<file path="src/qte_pkg.sv">
package qte_pkg;

	// Output angle format and CORDIC depth
	localparam int ANGLE_WIDTH  = 16;
	localparam int CORDIC_STEPS = 16;

	// Internal widths
	localparam int QW  = 16;                // quaternion component
	localparam int PW  = 2 * QW;            // component product
	localparam int EW  = 34;                // direction cosine element
	localparam int XW  = 36;                // CORDIC x/y datapath
	localparam int ZW  = 37;                // CORDIC angle, 32 fraction bits
	localparam int TW  = 8;                 // lock threshold
	localparam int ONE_SHIFT = 28;          // 2^28 means one
	localparam int SW  = ONE_SHIFT + 2;     // clamped arcsine operand, signed, holds plus one
	localparam int VW  = 2 * ONE_SHIFT + 1; // radicand, up to 2^56
	localparam int ISQRT_STAGES = ONE_SHIFT + 1; // one root bit per stage
	localparam int CORDIC_LAT = CORDIC_STEPS + 2;
	localparam int OUT_SH = 35 - ANGLE_WIDTH;
	localparam int FRONT_DLY = 3 + ISQRT_STAGES + CORDIC_LAT;

	localparam longint ONE_VAL     = 64'sd1 <<< ONE_SHIFT;
	localparam longint PI_Q32      = 64'sd13493037705;
	localparam longint HALF_PI_Q32 = 64'sd6746518852;
	localparam longint HALF_OUT    = (HALF_PI_Q32 + (64'sd1 <<< (OUT_SH - 1))) >>> OUT_SH;

	typedef enum logic [1:0] {
		LOCK_NONE = 2'd0,
		LOCK_POS  = 2'd1,
		LOCK_NEG  = 2'd2
	} lock_t;

	typedef struct packed {
		logic signed [EW-1:0] e00;
		logic signed [EW-1:0] e02;
		logic signed [EW-1:0] e10;
		logic signed [EW-1:0] e12;
		logic signed [EW-1:0] e21;
		logic signed [EW-1:0] e22;
	} elem_t;

	typedef struct packed {
		logic signed [ANGLE_WIDTH-1:0] pitch;
		lock_t                         status;
		logic signed [EW-1:0]          yaw_y;
		logic signed [EW-1:0]          yaw_x;
		logic signed [EW-1:0]          roll_y;
		logic signed [EW-1:0]          roll_x;
	} qitem_t;

	typedef struct packed {
		logic full;
		logic empty;
	} q_stat_t;

	// atan(2^-i) with 32 fraction bits, rounded to nearest
	function automatic logic signed [ZW-1:0] atan_step(input int unsigned i);
		logic signed [ZW-1:0] r;
		case (i)
			0:  r = ZW'(64'sd3373259426);
			1:  r = ZW'(64'sd1991351318);
			2:  r = ZW'(64'sd1052175346);
			3:  r = ZW'(64'sd534100635);
			4:  r = ZW'(64'sd268086748);
			5:  r = ZW'(64'sd134174063);
			6:  r = ZW'(64'sd67103403);
			7:  r = ZW'(64'sd33553749);
			8:  r = ZW'(64'sd16777131);
			9:  r = ZW'(64'sd8388597);
			10: r = ZW'(64'sd4194303);
			default: r = ZW'(64'sd1 <<< (32 - i));
		endcase
		return r;
	endfunction

endpackage

</file>
<file path="src/qte_queue.sv">
module qte_queue (
	input  logic             clk,
	input  logic             arst_n,
	input  logic             push,
	input  qte_pkg::qitem_t  push_item,
	input  logic             pop,
	output qte_pkg::qitem_t  pop_item,
	output qte_pkg::q_stat_t stat
);

	localparam int DEPTH = 4;
	localparam int AW    = $clog2(DEPTH);

	qte_pkg::qitem_t mem_q [0:DEPTH-1];
	logic [AW-1:0]   wr_q, rd_q;
	logic [AW:0]     cnt_q;

	assign stat.full  = (cnt_q == (AW+1)'(DEPTH));
	assign stat.empty = (cnt_q == '0);
	assign pop_item   = mem_q[rd_q];

	// Write entry
	always_ff @(posedge clk) begin
		if (push) begin
			mem_q[wr_q] <= push_item;
		end
	end

	// Advance pointers and fill count
	always_ff @(posedge clk or negedge arst_n) begin
		if (!arst_n) begin
			wr_q  <= '0;
			rd_q  <= '0;
			cnt_q <= '0;
		end else begin
			if (push) begin
				wr_q <= wr_q + 1'b1;
			end
			if (pop) begin
				rd_q <= rd_q + 1'b1;
			end
			if (push && !pop) begin
				cnt_q <= cnt_q + 1'b1;
			end else if (pop && !push) begin
				cnt_q <= cnt_q - 1'b1;
			end
		end
	end

endmodule

</file>
<file path="config.mk">
export PLATFORM = sky130hd
export DESIGN_NAME = qte_queue
export DESIGN_NICKNAME = d
export VERILOG_FILES = /design/src/qte_pkg.sv /design/src/qte_queue.sv
export SDC_FILE = /design/constraint.sdc
export NUM_CORES = 1
export LEC_CHECK = 0
export BUFFER_PORTS_ARGS = -buffer_cell sky130_fd_sc_hd__buf_2
export CAP_MARGIN = 15
export CELL_PAD_IN_SITES_DETAIL_PLACEMENT = 2
export CELL_PAD_IN_SITES_GLOBAL_PLACEMENT = 2
export CORE_MARGIN = 2
export CORE_UTILIZATION = 47
export CTS_BUF_LIST = sky130_fd_sc_hd__clkbuf_8
export DETAILED_ROUTE_END_ITERATION = 8
export GPL_TIMING_DRIVEN = 0
export PLACE_DENSITY_LB_ADDON = 0.05
export REMOVE_ABC_BUFFERS = 1
export SYNTH_ARGS = -nofsm -noshare
export SYNTH_HDL_FRONTEND = slang
export SYNTH_SLANG_ARGS = --single-unit
</file>
<file path="constraint.sdc">
create_clock -name clk -period 5.55 [get_ports clk]
set_clock_uncertainty 0.1 [all_clocks]
set_input_delay 0.8325 -clock clk [delete_from_list [all_inputs] [get_ports clk]]
set_output_delay 0.8325 -clock clk [all_outputs]
set_load 0.1 [all_outputs]
</file>
==> parameters.txt, run 1 <==
Parameter                              Value

STA
  Highest achievable clock rate ... roughly 250 MHz
  Final-report hold violation count ... 0
  Number of endpoints failing setup at the final stage ... 0
  Final setup TNS ... 0 ps
  Unrepaired setup endpoints after global routing ... no
  Final number of max-transition violations ... 0
  Relative slew slack ... about half
  Period utilization ... around 74%
  Actual transition at the worst max-transition pin ... about 730 ps
  Final worst path period need ... about 4100 ps

Finish
  Syn-to-layout area delta ... 18.81%
  Fin nets ... around 1400
  Non-Filler Cell Area, Final ... approximately 27000 um^2
  Share of layout cells above drive strength 1 ... about 46%
  Fill cell count ... about 3900

Setup path
  Worst Setup Path Type ... reg -> out
  Endpoint kind of the worst setup timing path ... output pin
  CP required ... about 4600 ps
  Critical Path AT ... approximately 3200 ps
  Largest fanout of any net on the critical path ... 36
  Critical path launch point type ... flip-flop

Yosys
  Count of warnings emitted by yosys ... 0
  Async set or reset register ratio after synthesis ... under 10%
  Register bit count reported by yosys ... ~620
  Mapped Cells ... 839
  Leading area contributor after synthesis ... sky130_fd_sc_hd__edfxtp_1
  Number of distinct standard cells referenced by the synthesized netlist ... 20
  Dominant register cell in the synthesized netlist ... sky130_fd_sc_hd__edfxtp_1
  Ranking of synthesized cells by area ... sky130_fd_sc_hd__edfxtp_1, sky130_fd_sc_hd__mux4_2, sky130_fd_sc_hd__buf_12
  Synthesized area divided by synthesized cell count ... around 27 um^2
  Number of synthesized flops with an enable pin ... roughly 620
  Share of the yosys chip area belonging to registers ... between 80 and 90%
  Area of the mapped netlist ... approximately 23000 um^2
  Area share of the largest cell type after synthesis ... ~80%

Clock network
  CTS H-tree depth ... 3
  Buffer levels on the longest clock path ... 3
  Number of sinks handled by clock tree synthesis ... 623
  Clock latency on the worst-skew pair ... about 700 ps
  TritonCTS clock tree ... yes
  Number of CTS-inserted buffers ... 102
  Post-CTS clock slew at the launch and capture registers of the worst setup and hold paths ... about 60 ps
  CTS root buf ... sky130_fd_sc_hd__clkbuf_8
  Post-CTS repair timing setup buffer count ... 0

Routing
  Drt first-iter violations ... 614
  Mean routed wirelength per cell ... about 29 um
  Total wirelength of the detailed-routed design ... around 56000 um
  Routed length on met2 ... between 30000 and 40000 um
  Number of DRC violations after detailed routing ... 0
  Antenna Nets Post-Route ... 0
  Wire length on met3 ... 3956 um
  Number of iterations in the first detailed-routing pass ... 4
  Met1 wire length ... roughly 21000 um
  Vias after detailed routing ... around 11000
  Detailed-route vias per instance ... 5.445
  Highest signal layer in the routed design ... met5

Floorplan
  Die width ... around 220 um
  Core ar. ... around 48000 um^2
  Std cell rows ... 80
  I/O pin total ... between 300 and 400
  Initial core utilization ... about 48%
  Vertical die dimension ... ~220 um
  Area enclosed by the die boundary ... ~50000 um^2

Global routing
  Largest net degree at the start of global routing ... 52
  Total global routing track utilization ... a little under a quarter
  Global-route wire length before repair ... just over 80000 um
  Total grt overflow ... 0
  Number of antenna violations at the first check in global routing ... 16
  Number of global-route vias before repair ... about 12000

Placement
  DPL Wire Length ... around 36000 um
  Placer's final routability congestion estimate ... just under 0.7
  Instance area after placement ... roughly 25000 um^2
  Number of buffers added on ports ... ~310

Run status
  Result of the run ... finished, final reports clean

Min path
  Worst min-delay path class ... in -> reg

Run
  Max-cap violations ... 0
critical path, stage by stage, from the launching register on:
cell                      delay [ps]
sky130_fd_sc_hd__dfrtp_4         890
sky130_fd_sc_hd__buf_16          370
sky130_fd_sc_hd__buf_16          290
sky130_fd_sc_hd__mux4_2          580
sky130_fd_sc_hd__buf_2           320
metrics by stage:
stage                     worst slack [ps]  instances  util, %  hold slack [ps]
after global routing                  1212       1941    56.56            217.1
after detailed placement              2085       1752    52.78            455.9
after global placement               -5657       1732    51.72            369.6
after CTS                             1300       1937    56.54            183.8
final                                 1470       1944    56.57            256.6
after floorplan                      -2448        804        -            356.3
cells by family after synthesis:
| kind of cell | Yosys count | synth area share (%) |
|---|---|---|
| adder cells (fa/ha/maj) | 6 | 0.3632 |
| AND/OR/NAND/NOR | 9 | 0.2146 |
| XOR/XNOR | 6 | 0.2311 |
| AO/OA/AOI/OAI | 1 | 0.02199 |
| buffers and inverters | 39 | 1.728 |
| flip-flops | 623 | 82.14 |
| multiplexers | 155 | 15.31 |
registers in the layout (all words and copies together), names as in the netlist:
name   cells
mem_q    616
wr_q       2
rd_q       2
cnt_q      3
routing by layer:
| metal | track usage (%) | up-vias |
|---|---|---|
| li1 | - | 4486 |
| met1 | 27.33 | 5654 |
| met2 | 40.18 | 320 |
| met3 | 7.699 | 107 |
| met4 | 6.925 | 18 |
| met5 | 0 | - |
Yosys cell counts, types with 4 or more instances:
master and count:
sky130_fd_sc_hd__mux4_2 154, sky130_fd_sc_hd__edfxtp_1 616, sky130_fd_sc_hd__buf_2 15, sky130_fd_sc_hd__dfrtp_1 7, sky130_fd_sc_hd__xor2_1 4, sky130_fd_sc_hd__ha_1 5
sky130_fd_sc_hd__buf_6 6, sky130_fd_sc_hd__buf_12 11, sky130_fd_sc_hd__and2_1 4, sky130_fd_sc_hd__inv_1 4
placed cells by master (no fill, tap or decap), types with 2 or more instances in the layout:
cell                         instances
sky130_fd_sc_hd__edfxtp_1          616
sky130_fd_sc_hd__buf_16             12
sky130_fd_sc_hd__dfrtp_1             5
sky130_fd_sc_hd__clkbuf_8          107
sky130_fd_sc_hd__xnor2_1             2
sky130_fd_sc_hd__buf_12              8
sky130_fd_sc_hd__xor2_1              4
sky130_fd_sc_hd__nand2_1             2
sky130_fd_sc_hd__clkinvlp_4          4
sky130_fd_sc_hd__and2_4              4
sky130_fd_sc_hd__ha_1                5
sky130_fd_sc_hd__inv_1              49
sky130_fd_sc_hd__diode_2             7
sky130_fd_sc_hd__mux4_2            154
sky130_fd_sc_hd__dfrtp_4             2
sky130_fd_sc_hd__clkinv_1           23
sky130_fd_sc_hd__buf_2             313
sky130_fd_sc_hd__clkinv_2            5
worst paths after layout:
| kind | slack [ps] | depth (start not counted) | from | end |
|---|---|---|---|---|
| setup / recovery | 1470 | 4 | rd_q[0] | pop_item[23] |
| hold / removal | 260 | 2 | pop | rd_q[0] |
| setup reg to reg | 3210 | 5 | wr_q[1] | mem_q[1][39] |
| hold reg to reg | 460 | 1 | cnt_q[2] | cnt_q[2] |
| max in group asynchronous | 4690 | 2 | arst_n | rd_q[1] |
| min in group asynchronous | 450 | 2 | arst_n | cnt_q[1] |
layout make-up:
cell class | instances | area, um^2 | area share, %
diodes | 7 | 17.52 | 0.06485
inverters | 4 | 15.01 | 0.05559
clock buffers | 107 | 1473 | 5.452
clock inverters | 77 | 310.3 | 1.149
repair buffers | 334 | 2067 | 7.652
multi-input cells | 177 | 3679 | 13.62
flip-flops and latches | 623 | 18680 | 69.16
well taps | 615 | 769.5 | 2.849
timing repair:
action                    4_1_cts  5_1_grt
hold endpoints to repair        7        0
hold buffers                    1        0
resized for setup               0        0
Power of run 1 is not shown: default switching activity piles up to over one toggle a cycle in this logic, so the estimate is an artifact.
==> inputs of run 2 (changes only) <==
==> constraint.sdc (replaced) <==
create_clock -name clk -period 4 [get_ports clk]
set_clock_uncertainty 0.1 [all_clocks]
set_input_delay 0.6 -clock clk [delete_from_list [all_inputs] [get_ports clk]]
set_output_delay 0.6 -clock clk [all_outputs]
set_load 0.1 [all_outputs]
==> run 2 against run 1 <==
Flip-flop and latch count unchanged. Die area unchanged. Via count grew 4.8%. Critical path depth stayed put. Hold slack got worse by 200 ps. Critical path type unchanged. Largest cell class unchanged.
==> parameters.txt, run 2 (synthesized netlist as in run 1, its figures left out) <==
Parameter                              Value

Routing
  Drt first-iter violations ... 707 (+15%)
  Detailed-route vias per instance ... 5.389 (-1.0%)
  Mean routed wirelength per cell ... 29.79 um (+2.7%)
  Number of DRC violations after detailed routing ... 0 (unchanged)
  Antenna Nets Post-Route ... 0 (unchanged)
  Total wirelength of the detailed-routed design ... 61330 um (+8.7%)
  Vias after detailed routing ... 11100 (+4.8%)
  Number of iterations in the first detailed-routing pass ... 5 (+1)

Setup path
  Critical Path AT ... 2960 ps (-190 ps)
  Worst r2r src ... wr_q[1]
  CP required ... 3300 ps (-1320 ps)
  Setup slack, reg-to-reg ... 1640 ps (-1570 ps)
  End of the worst register-to-register path ... mem_q[1][90]
  Reg2reg path depth ... 5 (unchanged)
  Endpoint kind of the worst setup timing path ... output pin
  Largest fanout of any net on the critical path ... 36 (unchanged)
  Worst Setup Path Type ... reg -> out
  Critical path launch point type ... flip-flop

Finish
  Leading cell type in the layout, fill and taps excluded ... sky130_fd_sc_hd__edfxtp_1
  Syn-to-layout area delta ... 23.98%
  Utilization after layout ... 59.04% (+2.5 points)
  Flip-flop count of the largest register, all copies and words added ... 616 (unchanged)
  Fin nets ... 1523 (+8.3%)
  Leading cell types in the layout, fill and taps excluded ... sky130_fd_sc_hd__edfxtp_1, sky130_fd_sc_hd__buf_2, sky130_fd_sc_hd__mux4_2
  Biggest regs ... mem_q (616), cnt_q (3)
  Share of layout cells above drive strength 1 ... 42.46% (-3.7 points)
  Reg with most FFs ... mem_q
  Fill cell count ... 3816 (-1.8%)

Run
  Max-cap violations ... 0 (unchanged)

STA
  Min Hold Slack ... 61.60 ps (-195.0 ps)
  Unrepaired setup endpoints after global routing ... no
  Number of endpoints failing setup at the final stage ... 0 (unchanged)
  Highest achievable clock rate ... about 270 MHz
  Final-report hold violation count ... 0 (unchanged)
  Final worst path period need ... between 3000 and 4000 ps
  Final number of max-transition violations ... 0 (unchanged)
  Period utilization ... between 90% and 100%
  Actual transition at the worst max-transition pin ... 736.6 ps (+6.548 ps)
  Relative slew slack ... 50.89% (-0.44 points)

Global routing
  Largest net degree at the start of global routing ... 52 (unchanged)
  Number of antenna violations at the first check in global routing ... 10 (-6)
  Total grt overflow ... 0 (unchanged)
  Number of global-route vias before repair ... 13000 (+7.0%)
  Global-route wire length before repair ... 89920 um (+8.5%)
  Total global routing track utilization ... 25.05% (+2.0 points)

Clock network
  Number of sinks handled by clock tree synthesis ... 623 (unchanged)
  Post-CTS clock slew at the launch and capture registers of the worst setup and hold paths ... 60 ps (about the same)
  CTS H-tree depth ... 3 (unchanged)
  Buffer levels on the longest clock path ... 3 (unchanged)
  TritonCTS clock tree ... yes
  CTS root buf ... sky130_fd_sc_hd__clkbuf_8
  Clock latency on the worst-skew pair ... 680 ps (about the same)
  Number of CTS-inserted buffers ... 102 (unchanged)
  CTS-repair resized insts ... 0 (unchanged)

Floorplan
  Initial core utilization ... 47.62% (unchanged)
  Area enclosed by the die boundary ... 50150 um^2 (unchanged)
  Vertical die dimension ... 223.9 um (unchanged)
  Die width ... 223.9 um (unchanged)
  Core ar. ... 47750 um^2 (unchanged)
  I/O pin total ... 314 (unchanged)
  Std cell rows ... 80 (unchanged)

Run status
  Result of the run ... finished, final reports clean

Min path
  Worst min-delay path class ... in -> reg
  Worst Hold Launch ... push_item[64]
  Hold path cells ... 1 (-1)
  Endpoint with the worst hold slack ... mem_q[0][64]

Placement
  Number of buffers added on ports ... 313 (unchanged)
  Placer's final routability congestion estimate ... 0.6832 (unchanged)
  DPL Wire Length ... 36120 um (unchanged)
[run 2: cell count changes in the layout (fill, tap and decap cells not counted), sizes merged]
| cell | delta |
|---|---|
| dlygate4sd3 | +116 |
| diode | -2 |
| buf | +1 |
[run 2: worst max path at each step]
stage          startpoint             to  slack (ps)  cells past startpoint
6_report          rd_q[0]   pop_item[23]         340                      4
5_1_grt           rd_q[0]   pop_item[23]         130                      4
4_1_cts           rd_q[0]   pop_item[23]         220                      4
3_5_place_dp      rd_q[0]   pop_item[23]         770                      4
3_3_place_gp      rd_q[0]  pop_item[130]       -6970                      2
2_1_floorplan     rd_q[0]    pop_item[0]       -3770                      1
[run 2: through the flow]
| stage | std cells | setup WS, ps | cell area [um^2] | setup TNS (ps) |
|---|---|---|---|---|
| 5_1_grt | 2058 | 133.0 | 28180 | 0 |
| 3_3_place_gp | 1732 | -6974 | 24690 | -3621830 |
| 6_report | 2059 | 340.4 | 28190 | 0 |
| 4_1_cts | 2053 | 224.8 | 28160 | 0 |
| 3_5_place_dp | 1752 | 767.9 | 25200 | 0 |
| 2_1_floorplan | 804 | -3765 | 22360 | -1048260 |
[run 2: cell type report]
| type | instances | area (um^2) | share of cell area, % |
|---|---|---|---|
| Multi-Input combinational cell | 177 | 3679 | 13.05 |
| Sequential cell | 623 | 18680 | 66.27 |
| Antenna cell | 5 | 12.51 | 0.04439 |
| Tap cell | 615 | 769.5 | 2.730 |
| Timing Repair Buffer | 451 | 3248 | 11.52 |
| Clock inverter | 77 | 310.3 | 1.101 |
| Inverter | 4 | 15.01 | 0.05327 |
| Clock buffer | 107 | 1473 | 5.225 |
[run 2: critical path, stage by stage, from the launching register on]
cell and delay [ps]:
sky130_fd_sc_hd__dfrtp_4 690, sky130_fd_sc_hd__buf_16 360, sky130_fd_sc_hd__buf_16 290, sky130_fd_sc_hd__mux4_2 580, sky130_fd_sc_hd__buf_2 320
[run 2: timing repair]
action                                  CTS  global route
endpoints found under the hold margin   432             2
hold buffers                            116             1
buffers inserted                          1             0
endpoints found under the setup margin    1             0
[run 2: routing by layer]
metal	track usage [%]	vias up	routed length, um
li1	-	4722	-
met1	28.98	5922	22630
met2	44.82	343	33330
met3	7.765	98	3834
met4	7.441	10	1474
met5	0	-	57
Power of run 2 is left out for the same reason.
